--- config.mk ---
export PLATFORM = sky130hd
export DESIGN_NAME = three_class_priority_queue_unit
export DESIGN_NICKNAME = d
export VERILOG_FILES = /design/src/hw/rtl/tcpq_pkg.sv /design/src/hw/rtl/tcpq_store.sv /design/src/hw/rtl/tcpq_ctrl.sv /design/src/hw/rtl/three_class_priority_queue_unit.sv
export SDC_FILE = /design/constraint.sdc
export NUM_CORES = 1
export LEC_CHECK = 0
export ABC_CLOCK_PERIOD_IN_PS = 3100
export BUFFER_PORTS_ARGS = -buffer_cell sky130_fd_sc_hd__clkbuf_2
export CELL_PAD_IN_SITES_DETAIL_PLACEMENT = 2
export CELL_PAD_IN_SITES_GLOBAL_PLACEMENT = 2
export CORE_MARGIN = 2
export CORE_UTILIZATION = 42
export CTS_CLUSTER_SIZE = 40
export DETAILED_ROUTE_END_ITERATION = 10
export GPL_ROUTABILITY_DRIVEN = 1
export HOLD_SLACK_MARGIN = 0.02
export PLACE_DENSITY = 0.83
export SLEW_MARGIN = 10
export SYNTH_ARGS = -nofsm -noshare
export SYNTH_HDL_FRONTEND = slang
export SYNTH_SLANG_ARGS = --single-unit
export TNS_END_PERCENT = 20
--- constraint.sdc ---
create_clock -name clock -period 3.1 [get_ports clock]
set_input_delay 0.31 -clock clock [delete_from_list [all_inputs] [get_ports clock]]
set_output_delay 0.31 -clock clock [all_outputs]
set_load 0.1 [all_outputs]
--- src/hw/rtl/tcpq_pkg.sv ---
// Shared constants, types and address helper for the three-class priority queue.
package tcpq_pkg;

   localparam int CLASS_DEPTH = 16;
   localparam int HANDLE_BITS = 16;
   localparam int NUM_CLASSES = 3;

   localparam int ACTION_W = 2;
   localparam int TYPE_W = 8;
   localparam int HANDLE_W = 16;
   localparam int CLASS_W = 2;

   localparam int STORE_BITS = (HANDLE_BITS < HANDLE_W) ? HANDLE_BITS : HANDLE_W;
   localparam int PTR_BITS = (CLASS_DEPTH > 1) ? $clog2(CLASS_DEPTH) : 1;
   localparam int CNT_BITS = $clog2(CLASS_DEPTH + 1);
   localparam int STORE_DEPTH = NUM_CLASSES * CLASS_DEPTH;
   localparam int ADDR_BITS = $clog2(STORE_DEPTH);

   typedef logic [ACTION_W-1:0] action_type;
   typedef logic [CLASS_W-1:0] cls_type;
   typedef logic [PTR_BITS-1:0] ptr_type;
   typedef logic [CNT_BITS-1:0] cnt_type;
   typedef logic [ADDR_BITS-1:0] addr_type;
   typedef logic [STORE_BITS-1:0] data_type;

   localparam action_type ACT_PUSH = 2'd0;
   localparam action_type ACT_POP = 2'd1;
   localparam action_type ACT_PEEK = 2'd2;

   localparam cls_type CLS_HIGH = 2'd0;
   localparam cls_type CLS_MID = 2'd1;
   localparam cls_type CLS_LOW = 2'd2;

   localparam logic [TYPE_W-1:0] TYPE_LOW = 8'd0;
   localparam logic [TYPE_W-1:0] TYPE_MID = 8'd1;

   typedef struct packed {
      logic    serve;
      cls_type cls;
      logic    empty_error;
      logic    full_drop;
      logic    now_empty;
   } result_type;

   typedef struct packed {
      logic     wr_en;
      addr_type wr_addr;
      data_type wr_data;
      logic     rd_en;
      addr_type rd_addr;
   } mem_req_type;

   function automatic addr_type class_addr(cls_type cls, ptr_type ptr);
      return addr_type'(addr_type'(cls) * addr_type'(CLASS_DEPTH) + addr_type'(ptr));
   endfunction

   function automatic ptr_type ptr_advance(ptr_type ptr);
      return (ptr == ptr_type'(CLASS_DEPTH - 1)) ? '0 : ptr_type'(ptr + 1'b1);
   endfunction

endpackage

--- src/hw/rtl/tcpq_store.sv ---
// Handle memory for all three classes, one write port and one registered read port.
module tcpq_store (
   input  logic                  clock,
   input  tcpq_pkg::mem_req_type mem_req,
   output tcpq_pkg::data_type    rd_data
);

   tcpq_pkg::data_type mem [tcpq_pkg::STORE_DEPTH];
   tcpq_pkg::data_type rd_data_ff;

   always_ff @(posedge clock) begin
      if (mem_req.wr_en) begin
         mem[mem_req.wr_addr] <= mem_req.wr_data;
      end
      if (mem_req.rd_en) begin
         rd_data_ff <= mem[mem_req.rd_addr];
      end
   end

   assign rd_data = rd_data_ff;

endmodule

--- src/hw/rtl/tcpq_ctrl.sv ---
// Class pointers, occupancy counts and the push, pop and peek decisions.
module tcpq_ctrl (
   input  logic                    clock,
   input  logic                    reset,
   input  logic                    in_vld,
   input  tcpq_pkg::action_type    in_action,
   input  logic [tcpq_pkg::TYPE_W-1:0] in_type,
   input  logic [tcpq_pkg::HANDLE_W-1:0] in_handle,
   output tcpq_pkg::result_type    result,
   output tcpq_pkg::mem_req_type   mem_req
);

   tcpq_pkg::ptr_type head_ff [tcpq_pkg::NUM_CLASSES];
   tcpq_pkg::ptr_type tail_ff [tcpq_pkg::NUM_CLASSES];
   tcpq_pkg::cnt_type count_ff [tcpq_pkg::NUM_CLASSES];
   tcpq_pkg::ptr_type head_in [tcpq_pkg::NUM_CLASSES];
   tcpq_pkg::ptr_type tail_in [tcpq_pkg::NUM_CLASSES];
   tcpq_pkg::cnt_type count_in [tcpq_pkg::NUM_CLASSES];

   logic [tcpq_pkg::NUM_CLASSES-1:0] nonempty;
   logic [tcpq_pkg::NUM_CLASSES-1:0] full;
   logic [tcpq_pkg::NUM_CLASSES-1:0] push_en;
   logic [tcpq_pkg::NUM_CLASSES-1:0] pop_en;
   logic                 is_push;
   logic                 is_read;
   logic                 any;
   logic                 push_full;
   logic                 all_empty_in;
   tcpq_pkg::cls_type    push_cls;
   tcpq_pkg::cls_type    srv_cls;
   tcpq_pkg::ptr_type    head_sel;
   tcpq_pkg::ptr_type    tail_sel;

   always_comb begin
      is_push = in_vld && (in_action == tcpq_pkg::ACT_PUSH);
      is_read = in_vld && ((in_action == tcpq_pkg::ACT_POP) ||
                           (in_action == tcpq_pkg::ACT_PEEK));
      if (in_type == tcpq_pkg::TYPE_LOW) begin
         push_cls = tcpq_pkg::CLS_LOW;
      end else if (in_type == tcpq_pkg::TYPE_MID) begin
         push_cls = tcpq_pkg::CLS_MID;
      end else begin
         push_cls = tcpq_pkg::CLS_HIGH;
      end
      for (int i = 0; i < tcpq_pkg::NUM_CLASSES; i++) begin
         nonempty[i] = (count_ff[i] != '0);
         full[i] = (count_ff[i] == tcpq_pkg::cnt_type'(tcpq_pkg::CLASS_DEPTH));
      end
      any = |nonempty;
      priority if (nonempty[tcpq_pkg::CLS_HIGH]) begin
         srv_cls = tcpq_pkg::CLS_HIGH;
      end else if (nonempty[tcpq_pkg::CLS_MID]) begin
         srv_cls = tcpq_pkg::CLS_MID;
      end else begin
         srv_cls = tcpq_pkg::CLS_LOW;
      end
      push_full = 1'b0;
      head_sel = '0;
      tail_sel = '0;
      all_empty_in = 1'b1;
      for (int i = 0; i < tcpq_pkg::NUM_CLASSES; i++) begin
         if (push_cls == tcpq_pkg::cls_type'(i)) begin
            push_full = full[i];
            tail_sel = tail_ff[i];
         end
         if (srv_cls == tcpq_pkg::cls_type'(i)) begin
            head_sel = head_ff[i];
         end
         push_en[i] = is_push && (push_cls == tcpq_pkg::cls_type'(i)) && !full[i];
         pop_en[i] = is_read && (in_action == tcpq_pkg::ACT_POP) && any &&
                     (srv_cls == tcpq_pkg::cls_type'(i));
         head_in[i] = pop_en[i] ? tcpq_pkg::ptr_advance(head_ff[i]) : head_ff[i];
         tail_in[i] = push_en[i] ? tcpq_pkg::ptr_advance(tail_ff[i]) : tail_ff[i];
         if (push_en[i]) begin
            count_in[i] = tcpq_pkg::cnt_type'(count_ff[i] + 1'b1);
         end else if (pop_en[i]) begin
            count_in[i] = tcpq_pkg::cnt_type'(count_ff[i] - 1'b1);
         end else begin
            count_in[i] = count_ff[i];
         end
         if (count_in[i] != '0) begin
            all_empty_in = 1'b0;
         end
      end

      result.serve = is_read && any;
      result.empty_error = is_read && !any;
      result.full_drop = is_push && push_full;
      result.now_empty = all_empty_in;
      if (is_push) begin
         result.cls = push_cls;
      end else if (is_read && any) begin
         result.cls = srv_cls;
      end else begin
         result.cls = tcpq_pkg::CLS_HIGH;
      end

      mem_req.wr_en = |push_en;
      mem_req.wr_addr = tcpq_pkg::class_addr(push_cls, tail_sel);
      mem_req.wr_data = in_handle[tcpq_pkg::STORE_BITS-1:0];
      mem_req.rd_en = is_read && any;
      mem_req.rd_addr = tcpq_pkg::class_addr(srv_cls, head_sel);
   end

   always_ff @(posedge clock) begin
      if (reset) begin
         for (int i = 0; i < tcpq_pkg::NUM_CLASSES; i++) begin
            head_ff[i] <= '0;
            tail_ff[i] <= '0;
            count_ff[i] <= '0;
         end
      end else begin
         for (int i = 0; i < tcpq_pkg::NUM_CLASSES; i++) begin
            head_ff[i] <= head_in[i];
            tail_ff[i] <= tail_in[i];
            count_ff[i] <= count_in[i];
         end
      end
   end

   for (genvar g = 0; g < tcpq_pkg::NUM_CLASSES; g++) begin : g_check
      a_count_range: assert property (@(posedge clock) disable iff (reset)
         int'(count_ff[g]) <= tcpq_pkg::CLASS_DEPTH)
         else $error("Class occupancy exceeds its depth.");

      a_ptr_consistent: assert property (@(posedge clock) disable iff (reset)
         ((int'(head_ff[g]) + int'(count_ff[g]) >= tcpq_pkg::CLASS_DEPTH) ?
          (int'(head_ff[g]) + int'(count_ff[g]) - tcpq_pkg::CLASS_DEPTH) :
          (int'(head_ff[g]) + int'(count_ff[g]))) == int'(tail_ff[g]))
         else $error("Head, tail and occupancy of a class disagree.");

      a_pop_decrements: assert property (@(posedge clock) disable iff (reset)
         pop_en[g] |=> (int'(count_ff[g]) == int'($past(count_ff[g])) - 1))
         else $error("A pop did not reduce the class occupancy.");
   end

   a_push_pop_excl: assert property (@(posedge clock) disable iff (reset)
      !((|push_en) && (|pop_en)))
      else $error("A push and a pop were carried out together.");

endmodule

--- src/hw/rtl/three_class_priority_queue_unit.sv ---
// Top level of the three-class strict-priority queue.
//
//  Channel   Ports                                    Handshake
//  request   req_action, req_entry_type,              start high while busy low
//            req_entry_handle
//  response  rsp_out_handle, rsp_out_class,           rsp_strobe high for one cycle
//            rsp_empty_error, rsp_full_drop, rsp_now_empty
//
// A new word is taken in every cycle; each word's response passes through the input
// register, the registered read of the handle memory and the response register before
// it reaches the ports.
// Busy is high during reset and in the cycle after it, and low from then on.
// The response channel has no back-pressure, so nothing ever stalls the pipeline.
module three_class_priority_queue_unit (
   input  logic                                  clock,
   input  logic                                  reset,
   input  logic                                  start,
   output logic                                  busy,
   input  logic [tcpq_pkg::ACTION_W-1:0]         req_action,
   input  logic [tcpq_pkg::TYPE_W-1:0]           req_entry_type,
   input  logic [tcpq_pkg::HANDLE_W-1:0]         req_entry_handle,
   output logic                                  rsp_strobe,
   output logic [tcpq_pkg::HANDLE_W-1:0]         rsp_out_handle,
   output logic [tcpq_pkg::CLASS_W-1:0]          rsp_out_class,
   output logic                                  rsp_empty_error,
   output logic                                  rsp_full_drop,
   output logic                                  rsp_now_empty
);

   logic                                 busy_ff;
   logic                                 in_vld_ff;
   tcpq_pkg::action_type                 in_action_ff;
   logic [tcpq_pkg::TYPE_W-1:0]          in_type_ff;
   logic [tcpq_pkg::HANDLE_W-1:0]        in_handle_ff;
   logic                                 s2_vld_ff;
   tcpq_pkg::result_type                 s2_res_ff;
   logic                                 rsp_strobe_ff;
   logic [tcpq_pkg::HANDLE_W-1:0]        rsp_handle_ff;
   tcpq_pkg::cls_type                    rsp_class_ff;
   logic                                 rsp_err_ff;
   logic                                 rsp_drop_ff;
   logic                                 rsp_empty_ff;
   tcpq_pkg::result_type                 res;
   tcpq_pkg::mem_req_type                mem_req;
   tcpq_pkg::data_type                   rd_data;
   logic                                 accept;

   assign accept = start && !busy_ff;

   always_ff @(posedge clock) begin
      if (reset) begin
         busy_ff <= 1'b1;
         in_vld_ff <= 1'b0;
         s2_vld_ff <= 1'b0;
         rsp_strobe_ff <= 1'b0;
      end else begin
         busy_ff <= 1'b0;
         in_vld_ff <= accept;
         s2_vld_ff <= in_vld_ff;
         rsp_strobe_ff <= s2_vld_ff;
      end
   end

   always_ff @(posedge clock) begin
      if (accept) begin
         in_action_ff <= req_action;
         in_type_ff <= req_entry_type;
         in_handle_ff <= req_entry_handle;
      end
      if (in_vld_ff) begin
         s2_res_ff <= res;
      end
      if (s2_vld_ff) begin
         rsp_handle_ff <= s2_res_ff.serve ? tcpq_pkg::HANDLE_W'(rd_data) : '0;
         rsp_class_ff <= s2_res_ff.cls;
         rsp_err_ff <= s2_res_ff.empty_error;
         rsp_drop_ff <= s2_res_ff.full_drop;
         rsp_empty_ff <= s2_res_ff.now_empty;
      end
   end

   tcpq_ctrl u_ctrl (
      .clock     (clock),
      .reset     (reset),
      .in_vld    (in_vld_ff),
      .in_action (in_action_ff),
      .in_type   (in_type_ff),
      .in_handle (in_handle_ff),
      .result    (res),
      .mem_req   (mem_req)
   );

   tcpq_store u_store (
      .clock   (clock),
      .mem_req (mem_req),
      .rd_data (rd_data)
   );

   assign busy = busy_ff;
   assign rsp_strobe = rsp_strobe_ff;
   assign rsp_out_handle = rsp_handle_ff;
   assign rsp_out_class = rsp_class_ff;
   assign rsp_empty_error = rsp_err_ff;
   assign rsp_full_drop = rsp_drop_ff;
   assign rsp_now_empty = rsp_empty_ff;

endmodule

After elaboration in Yosys (flattened, before gate mapping):

Memory sizes are Yosys's and may differ from the RTL's. A register that Yosys moved wholly into a read port is not among the register bits.
Index checks and enable logic that the tools add are counted.

* register bits: 57
* memory bits (writable): 807
* input bits: 29
* output and inout port bits: 23
* logic and storage cells: 144
* memories: 4

Memories
* u_store.mem: words 48, bits a word 16, read ports 1, clocked after Yosys merged registers in 1, wr ports 1, RTL line tcpq_store.sv:8 `tcpq_pkg::data_type mem [tcpq_pkg::STORE_DEPTH];`
* u_ctrl.count_ff: words 3, bits a word 5, read ports 3, clocked after Yosys merged registers in 0, wr ports 3, RTL line tcpq_ctrl.sv:15 `tcpq_pkg::cnt_type count_ff [tcpq_pkg::NUM_CLASSES];`
* u_ctrl.head_ff: words 3, bits a word 4, read ports 3, clocked after Yosys merged registers in 0, wr ports 3, RTL line tcpq_ctrl.sv:13 `tcpq_pkg::ptr_type head_ff [tcpq_pkg::NUM_CLASSES];`
* u_ctrl.tail_ff: words 3, bits a word 4, read ports 3, clocked after Yosys merged registers in 0, wr ports 3, RTL line tcpq_ctrl.sv:14 `tcpq_pkg::ptr_type tail_ff [tcpq_pkg::NUM_CLASSES];`

* add/sub/neg operators: 14
* equal/unequal tests: 16
* multiplexer cells: 48
* bitwise gates (word level): 9
* reduce and logical (&&, ||, !) cells: 36

Operator list (count)
* 2-to-1 mux 4 bit: 24
* 2-to-1 mux 5 bit: 9
* nonzero test 5 bit: 6
* adder 4 x 1 -> 4 bit (second input constant): 6
* == test 4 bit (second input constant): 6
* logical AND 1 bit: 17
* adder 5 x 1 -> 5 bit (second input constant): 3
* == test 5 bit (second input constant): 3
* subtractor 5 x 1 -> 5 bit (second input constant): 3
* adder 6 x 4 -> 6 bit: 2
* 2-to-1 mux 1 bit: 10
* 2-to-1 mux 2 bit: 5
* OR 1 bit: 9
* == test 8 x 1 -> 1 bit (second input constant): 1
* zero test 8 bit: 1
* == test 2 x 1 -> 1 bit (second input constant): 3
* == test 2 bit (second input constant): 3
* zero test 2 bit: 3
* OR reduction 3 bit: 2
* zero test 1 bit: 5
* OR reduction 2 bit: 1
* logical OR 1 bit: 1

Logic depth before layout (Yosys ltp):

* word-level depth: 10
* depth in mapped cells: 14
* mapped depth without buffers: 9

Modules after synthesis:

A second synthesis with hierarchy kept.

* cells, all modules: 1931
* area, all modules: 35006.1 µm²

By module, submodules not included
* tcpq_store: times used 1, cells each 1499, area an instance 30460.5 µm², sequential area each 23542.6 µm²
* tcpq_ctrl: times used 1, cells each 354, area an instance 2721.4 µm², sequential area each 780.7 µm²
* three_class_priority_queue_unit: times used 1, cells each 78, area an instance 1824.2 µm², sequential area each 1671.6 µm²

Worst setup path before layout:

No wires, ideal clock.

* kind: reg2reg
* start point: memory u_ctrl.count_ff[0][5] (netlist name)
* end point: register u_store.rd_data_ff[0] (netlist: u_store.rd_data[0]) (read register of u_store.mem), data pin
* library setup time: 0.261 ns
* arrival: 2.758 ns
* data required time: 2.839 ns
* setup slack: 0.082 ns
* stages on the path, launching flop included: 13
* path buffers: 3
* period minus slack after synthesis: 3.018 ns
* cells stage by stage: dfxtp_1 inv_1 ha_1 or4b_1 buf_2 mux2_4 o21ai_2 buf_6 buf_8 mux2_2 o211a_1 a211o_1 o311a_1

RTL lines
* start: declaration: RTL line tcpq_ctrl.sv:15
* end: declaration: RTL line tcpq_store.sv:9 `tcpq_pkg::data_type rd_data_ff;`

==> metrics.txt <==
# TYPE chip_impl_metric gauge
chip_impl_info{name="result_of_the_run",value="complete, but fails checks"} 1
chip_impl_info{name="failed_checks",value="setup timing"} 1
chip_impl_metric{name="final-max-slew-violation-count",unit=""} 0
chip_impl_info{name="root_buffer",value="sky130_fd_sc_hd__clkbuf_16"} 1
chip_impl_info{name="critPathLaunch",value="u_ctrl.count_ff[0][5]"} 1
chip_impl_metric{name="worstMarginPinSlew",unit="ps"} 1423
chip_impl_metric{name="path_max_fanout",unit=""} 23
chip_impl_metric{name="share_of_power_burned_in_combinational_logic",unit=""} 0.027
chip_impl_info{name="worstPathCellList",value="inv_2 > ha_4 > or4b_4 > mux2_4 > o21ai_4 > buf_12 > buf_12 > buf_16 > buf_12 > nand2_1 > a32oi_1 > nand3_1 > o2111ai_1"} 1
chip_impl_metric{name="synth_sequential_area_ratio",unit=""} 0.7237
chip_impl_metric{name="grt_first_pass_wirelength",unit="um"} 230400
chip_impl_metric{name="globalRouteTotalUtil",unit=""} 0.3759
chip_impl_metric{name="sequential_power_share",unit=""} 0.507
chip_impl_metric{name="post-route-min-period",unit="ps"} 3764
chip_impl_info{name="end_kind",value="register"} 1
chip_impl_metric{name="synthesis.nets",unit=""} 2489
chip_impl_metric{name="syn-cell-area",unit="um2"} 35920
chip_impl_metric{name="cts-root-to-sink-buffers",unit=""} 3
chip_impl_metric{name="start_util",unit=""} 0.4225
chip_impl_metric{name="drt_iter0_markers",unit=""} 4480
chip_impl_metric{name="detailroute.via_count",unit=""} 28260
chip_impl_metric{name="cp_data_required_time",unit="ps"} 3620
chip_impl_metric{name="cts_inserted_buffers",unit=""} 90
chip_impl_metric{name="viasPerCell",unit=""} 7.082
chip_impl_metric{name="finalCoreUtilization",unit=""} 0.5216
chip_impl_metric{name="gr-total-overflow",unit=""} 0
chip_impl_metric{name="post_synth_edffs",unit=""} 837
chip_impl_metric{name="synthToLayoutAreaGrowth",unit="%"} 23.44
chip_impl_metric{name="placedCellCount",unit=""} 3753
chip_impl_metric{name="antenna_found_initial",unit=""} 10
chip_impl_metric{name="cts.clk_slew.worst_paths",unit="ps"} 80
chip_impl_metric{name="reg2reg_slack",unit="ps"} -660
chip_impl_metric{name="design.portCount",unit=""} 52
chip_impl_metric{name="worst_r2r_path_depth",unit=""} 13
chip_impl_info{name="ys.flop_type",value="sky130_fd_sc_hd__edfxtp_1"} 1
chip_impl_metric{name="dieHeight",unit="um"} 296.5
chip_impl_metric{name="routability_cong",unit=""} 0.8890
chip_impl_metric{name="postSynthCellCount",unit=""} 2443
chip_impl_info{name="path_class",value="register to register"} 1
chip_impl_metric{name="fraction_of_final_layout_cells_sized_beyond_drive_strength_1",unit=""} 0.2542
chip_impl_info{name="crit_path_start_kind",value="register"} 1
chip_impl_metric{name="die_area",unit="um2"} 87880
chip_impl_metric{name="synthesis.area_per_instance",unit="um2"} 14.70
chip_impl_metric{name="hold_path_depth",unit=""} 2
chip_impl_metric{name="clockPowerShare",unit=""} 0.466
chip_impl_metric{name="switchingPower",unit="mW"} 6.101
chip_impl_metric{name="cts_htree_levels",unit=""} 3
chip_impl_info{name="grt_setup_unrepaired",value="true"} 1
chip_impl_metric{name="yosys_warnings",unit=""} 0
chip_impl_metric{name="antenna_violating_nets_post_route",unit=""} 0
chip_impl_metric{name="placement.setup.worst_slack",unit="ps"} -434.2
chip_impl_metric{name="finalWirelength",unit="um"} 179100
chip_impl_metric{name="final_net_count",unit=""} 2818
chip_impl_metric{name="total_leakage_power",unit="nW"} 15.58
chip_impl_metric{name="pwr_density_cell",unit="nW/um2"} 578.3
chip_impl_metric{name="critPathMaxStageDelay",unit="ps"} 490
chip_impl_metric{name="finish.cell_count_without_fillers",unit=""} 3991
chip_impl_info{name="kind_of_path_behind_the_tightest_hold_check",value="input pin to register"} 1
chip_impl_metric{name="report.final.hold_viol_count",unit=""} 0
chip_impl_info{name="timing.critical_path.slowest_stage_cell",value="sky130_fd_sc_hd__or4b_4"} 1
chip_impl_metric{name="design.core.area",unit="um2"} 85010
chip_impl_metric{name="clock_sink_count",unit=""} 880
chip_impl_metric{name="setup-violations-final",unit=""} 200
chip_impl_metric{name="setup_ws",unit="ps"} -664.1
chip_impl_metric{name="achievable-frequency",unit="MHz"} 265.7
chip_impl_info{name="critical_path.most_common_cell",value="sky130_fd_sc_hd__buf_12"} 1
chip_impl_metric{name="p_int",unit="mW"} 19.54
chip_impl_metric{name="critical_path.n_buffers_inverters",unit=""} 5
chip_impl_metric{name="grt_pass1_vias",unit=""} 28600
chip_impl_metric{name="io_buffer_count",unit=""} 51
chip_impl_info{name="endpoint_of_the_worst_slack_reg_to_reg_timing_path",value="u_store.rd_data[4]"} 1
chip_impl_info{name="tritoncts",value="built"} 1
chip_impl_metric{name="cp_data_arrival_time",unit="ps"} 4280
chip_impl_metric{name="worstSetupPathDepth",unit=""} 13
chip_impl_metric{name="clock_latency",unit="ps"} 730
chip_impl_metric{name="timing.final.crit_share",unit=""} 1.214
chip_impl_metric{name="ys_ff_latch",unit=""} 880
chip_impl_metric{name="detailedRoute.firstPassIterationCount",unit=""} 6
chip_impl_metric{name="drc",unit=""} 0
chip_impl_metric{name="switching_share",unit=""} 0.2379
chip_impl_metric{name="die_x_extent",unit="um"} 296.5
chip_impl_info{name="cp_top_family",value="simple AND/OR/NAND/NOR gates"} 1
chip_impl_metric{name="grt_start_max_net_pins",unit=""} 69
chip_impl_metric{name="dpl_wire_length",unit="um"} 86430
chip_impl_metric{name="cap_viol_max_count",unit=""} 0
chip_impl_metric{name="yosysUniqueCellTypes",unit=""} 74
chip_impl_metric{name="finalClockSkew",unit="ps"} 57.17
chip_impl_info{name="worstSetupEndpoint",value="u_store.rd_data[4]"} 1
chip_impl_metric{name="wire_per_inst",unit="um"} 44.86
chip_impl_metric{name="synth_async_sr_flop_share",unit=""} 0
chip_impl_metric{name="vdd.ir_drop.worst",unit="mV"} 0.4966
chip_impl_metric{name="max_slew_margin",unit=""} 0.05129
chip_impl_metric{name="fp-row-count",unit=""} 107
chip_impl_info{name="regToRegStartpoint",value="u_ctrl.count_ff[0][5]"} 1
## per-stage QoR
stage	power, mW	setup TNS (ps)	hold WS (ps)	instance area (um2)
floorplan	13.51	0	337.7	35920
global placement	13.73	-4120	403.4	39390
detailed placement	13.79	-84310	414.1	39390
CTS	24.96	-3592	296.8	43450
global route	25.92	-19410	337.0	44340
finish	25.65	-15590	319.7	44340
## area by class of cell
cell class / count / area, um2
Clock inverter: 47 / 490.5
Fill cell: 7552 / 40670
Timing Repair Buffer: 403 / 3801
Sequential cell: 880 / 26000
Inverter: 69 / 261.5
Multi-Input combinational cell: 1328 / 9922
Antenna cell: 3 / 7.507
Tap cell: 1144 / 1431
Clock buffer: 117 / 2427
## power by group through the flow
| stage | clock network [mW] | logic [mW] | registers [mW] |
|---|---|---|---|
| 2_1_floorplan | 0 | 0.171 | 13.3 |
| 3_5_place_dp | 0 | 0.520 | 13.3 |
| 3_3_place_gp | 0 | 0.473 | 13.3 |
| 6_report | 11.9 | 0.695 | 13.0 |
| 5_1_grt | 12.2 | 0.691 | 13.0 |
| 4_1_cts | 11.3 | 0.601 | 13.0 |
## Yosys cell counts, drive strengths merged, types with 9 or more instances
library cell	count	area (um2)
nor4	9	56.30
a32oi	22	192.7
nand4	20	125.1
xor2	11	96.34
o21ai	39	206.5
dfxtp	43	860.8
nor2	100	375.4
nor3	11	55.05
nor2b	10	62.56
mux2	28	319.1
clkbuf	84	315.3
a21oi	99	499.2
o2111ai	10	87.58
ha	17	212.7
a222oi	18	180.2
a211oi	48	360.4
edfxtp	837	25130
buf	82	490.5
a31oi	48	300.3
and4	10	87.58
nand3	75	375.4
o211ai	152	1141
and2	20	125.1
inv	69	259.0
nand2	277	1040
a2111oi	15	187.7
o211a	43	430.4
mux2i	116	1165
a22oi	24	180.2
## cells by family (layout without fill, tap and decap cells)
group,after synthesis,after routing,share of synthesized area
flip-flops,880,880,0.7237
AO/OA/AOI/OAI,576,576,0.1191
AND/OR/NAND/NOR,566,566,0.07119
buffers and inverters,235,636,0.02964
multiplexers,152,152,0.04632
adder cells (fa/ha/maj),17,17,0.005921
XOR/XNOR,17,17,0.004145
other,0,3,0
## per-layer routing
metal / part of all wire / up-vias / track usage / wire length (um)
met1: 0.34 / 14450 / 0.4409 / 60990
met4: 0.092 / 4 / 0.2565 / 16420
met3: 0.10 / 923 / 0.07023 / 18010
met5: 0.00014 / - / 0 / 25
li1: - / 10230 / - / -
met2: 0.47 / 2654 / 0.6292 / 83600
## worst min-delay path by stage
stage	from	to	slack, ps
2_1_floorplan	reset	busy	340
3_3_place_gp	s2_res_ff[0]	rsp_now_empty	400
3_5_place_dp	s2_res_ff[0]	rsp_now_empty	410
4_1_cts	start	in_handle_ff[7]	300
5_1_grt	start	in_handle_ff[8]	340
6_report	req_entry_handle[7]	in_handle_ff[7]	320
## state kept, by name (all words and copies together) (netlist names)
register,cells
u_store.rd_data,16
u_ctrl.head_ff,12
u_ctrl.count_ff,15
rsp_strobe,1
rsp_full_drop,1
in_vld_ff,1
s2_vld_ff,1
busy,1
in_handle_ff,16
rsp_now_empty,1
in_action_ff,2
in_type_ff,8
u_ctrl.tail_ff,12
u_store.mem,768
rsp_out_class,2
rsp_out_handle,16
s2_res_ff,6
rsp_empty_error,1
## layout by cell type (no fill, tap or decap), types with 10 or more instances in the layout
cell / netlist / routed
sky130_fd_sc_hd__nand2_1: 277 / 268
sky130_fd_sc_hd__buf_6: 7 / 23
sky130_fd_sc_hd__nand3_1: 75 / 72
sky130_fd_sc_hd__nor2_2: 0 / 11
sky130_fd_sc_hd__bufinv_16: 0 / 10
sky130_fd_sc_hd__nand4_1: 20 / 20
sky130_fd_sc_hd__o211ai_1: 152 / 152
sky130_fd_sc_hd__clkinv_2: 0 / 16
sky130_fd_sc_hd__a32oi_1: 22 / 21
sky130_fd_sc_hd__clkinv_1: 0 / 14
sky130_fd_sc_hd__o21ai_0: 32 / 27
sky130_fd_sc_hd__dfxtp_1: 43 / 39
sky130_fd_sc_hd__a31oi_1: 48 / 40
sky130_fd_sc_hd__a21oi_1: 98 / 87
sky130_fd_sc_hd__clkbuf_16: 0 / 97
sky130_fd_sc_hd__a211oi_1: 48 / 26
sky130_fd_sc_hd__clkbuf_1: 84 / 23
sky130_fd_sc_hd__a222oi_1: 18 / 18
sky130_fd_sc_hd__o211a_1: 43 / 43
sky130_fd_sc_hd__ha_1: 17 / 15
sky130_fd_sc_hd__mux2i_2: 1 / 14
sky130_fd_sc_hd__and2_1: 20 / 20
sky130_fd_sc_hd__edfxtp_1: 837 / 837
sky130_fd_sc_hd__clkbuf_2: 0 / 51
sky130_fd_sc_hd__a211oi_2: 0 / 17
sky130_fd_sc_hd__mux2i_4: 0 / 11
sky130_fd_sc_hd__dlygate4sd3_1: 0 / 26
sky130_fd_sc_hd__mux2i_1: 115 / 91
sky130_fd_sc_hd__a2111oi_2: 9 / 11
sky130_fd_sc_hd__inv_1: 69 / 65
sky130_fd_sc_hd__a21oi_2: 1 / 10
sky130_fd_sc_hd__buf_12: 0 / 37
sky130_fd_sc_hd__a22oi_1: 24 / 15
sky130_fd_sc_hd__nor2_1: 100 / 87
sky130_fd_sc_hd__mux2_2: 27 / 23
sky130_fd_sc_hd__buf_4: 11 / 249
## what timing repair did
item,in CTS,in global routing
setup endpoints to repair,641,739
hold buffers,26,0
gates resized for setup,127,127
setup buffers,17,24
endpoints found under the hold margin,26,0
pin swaps,23,36
gates cloned,6,4
(Power assumes the default switching activity.)
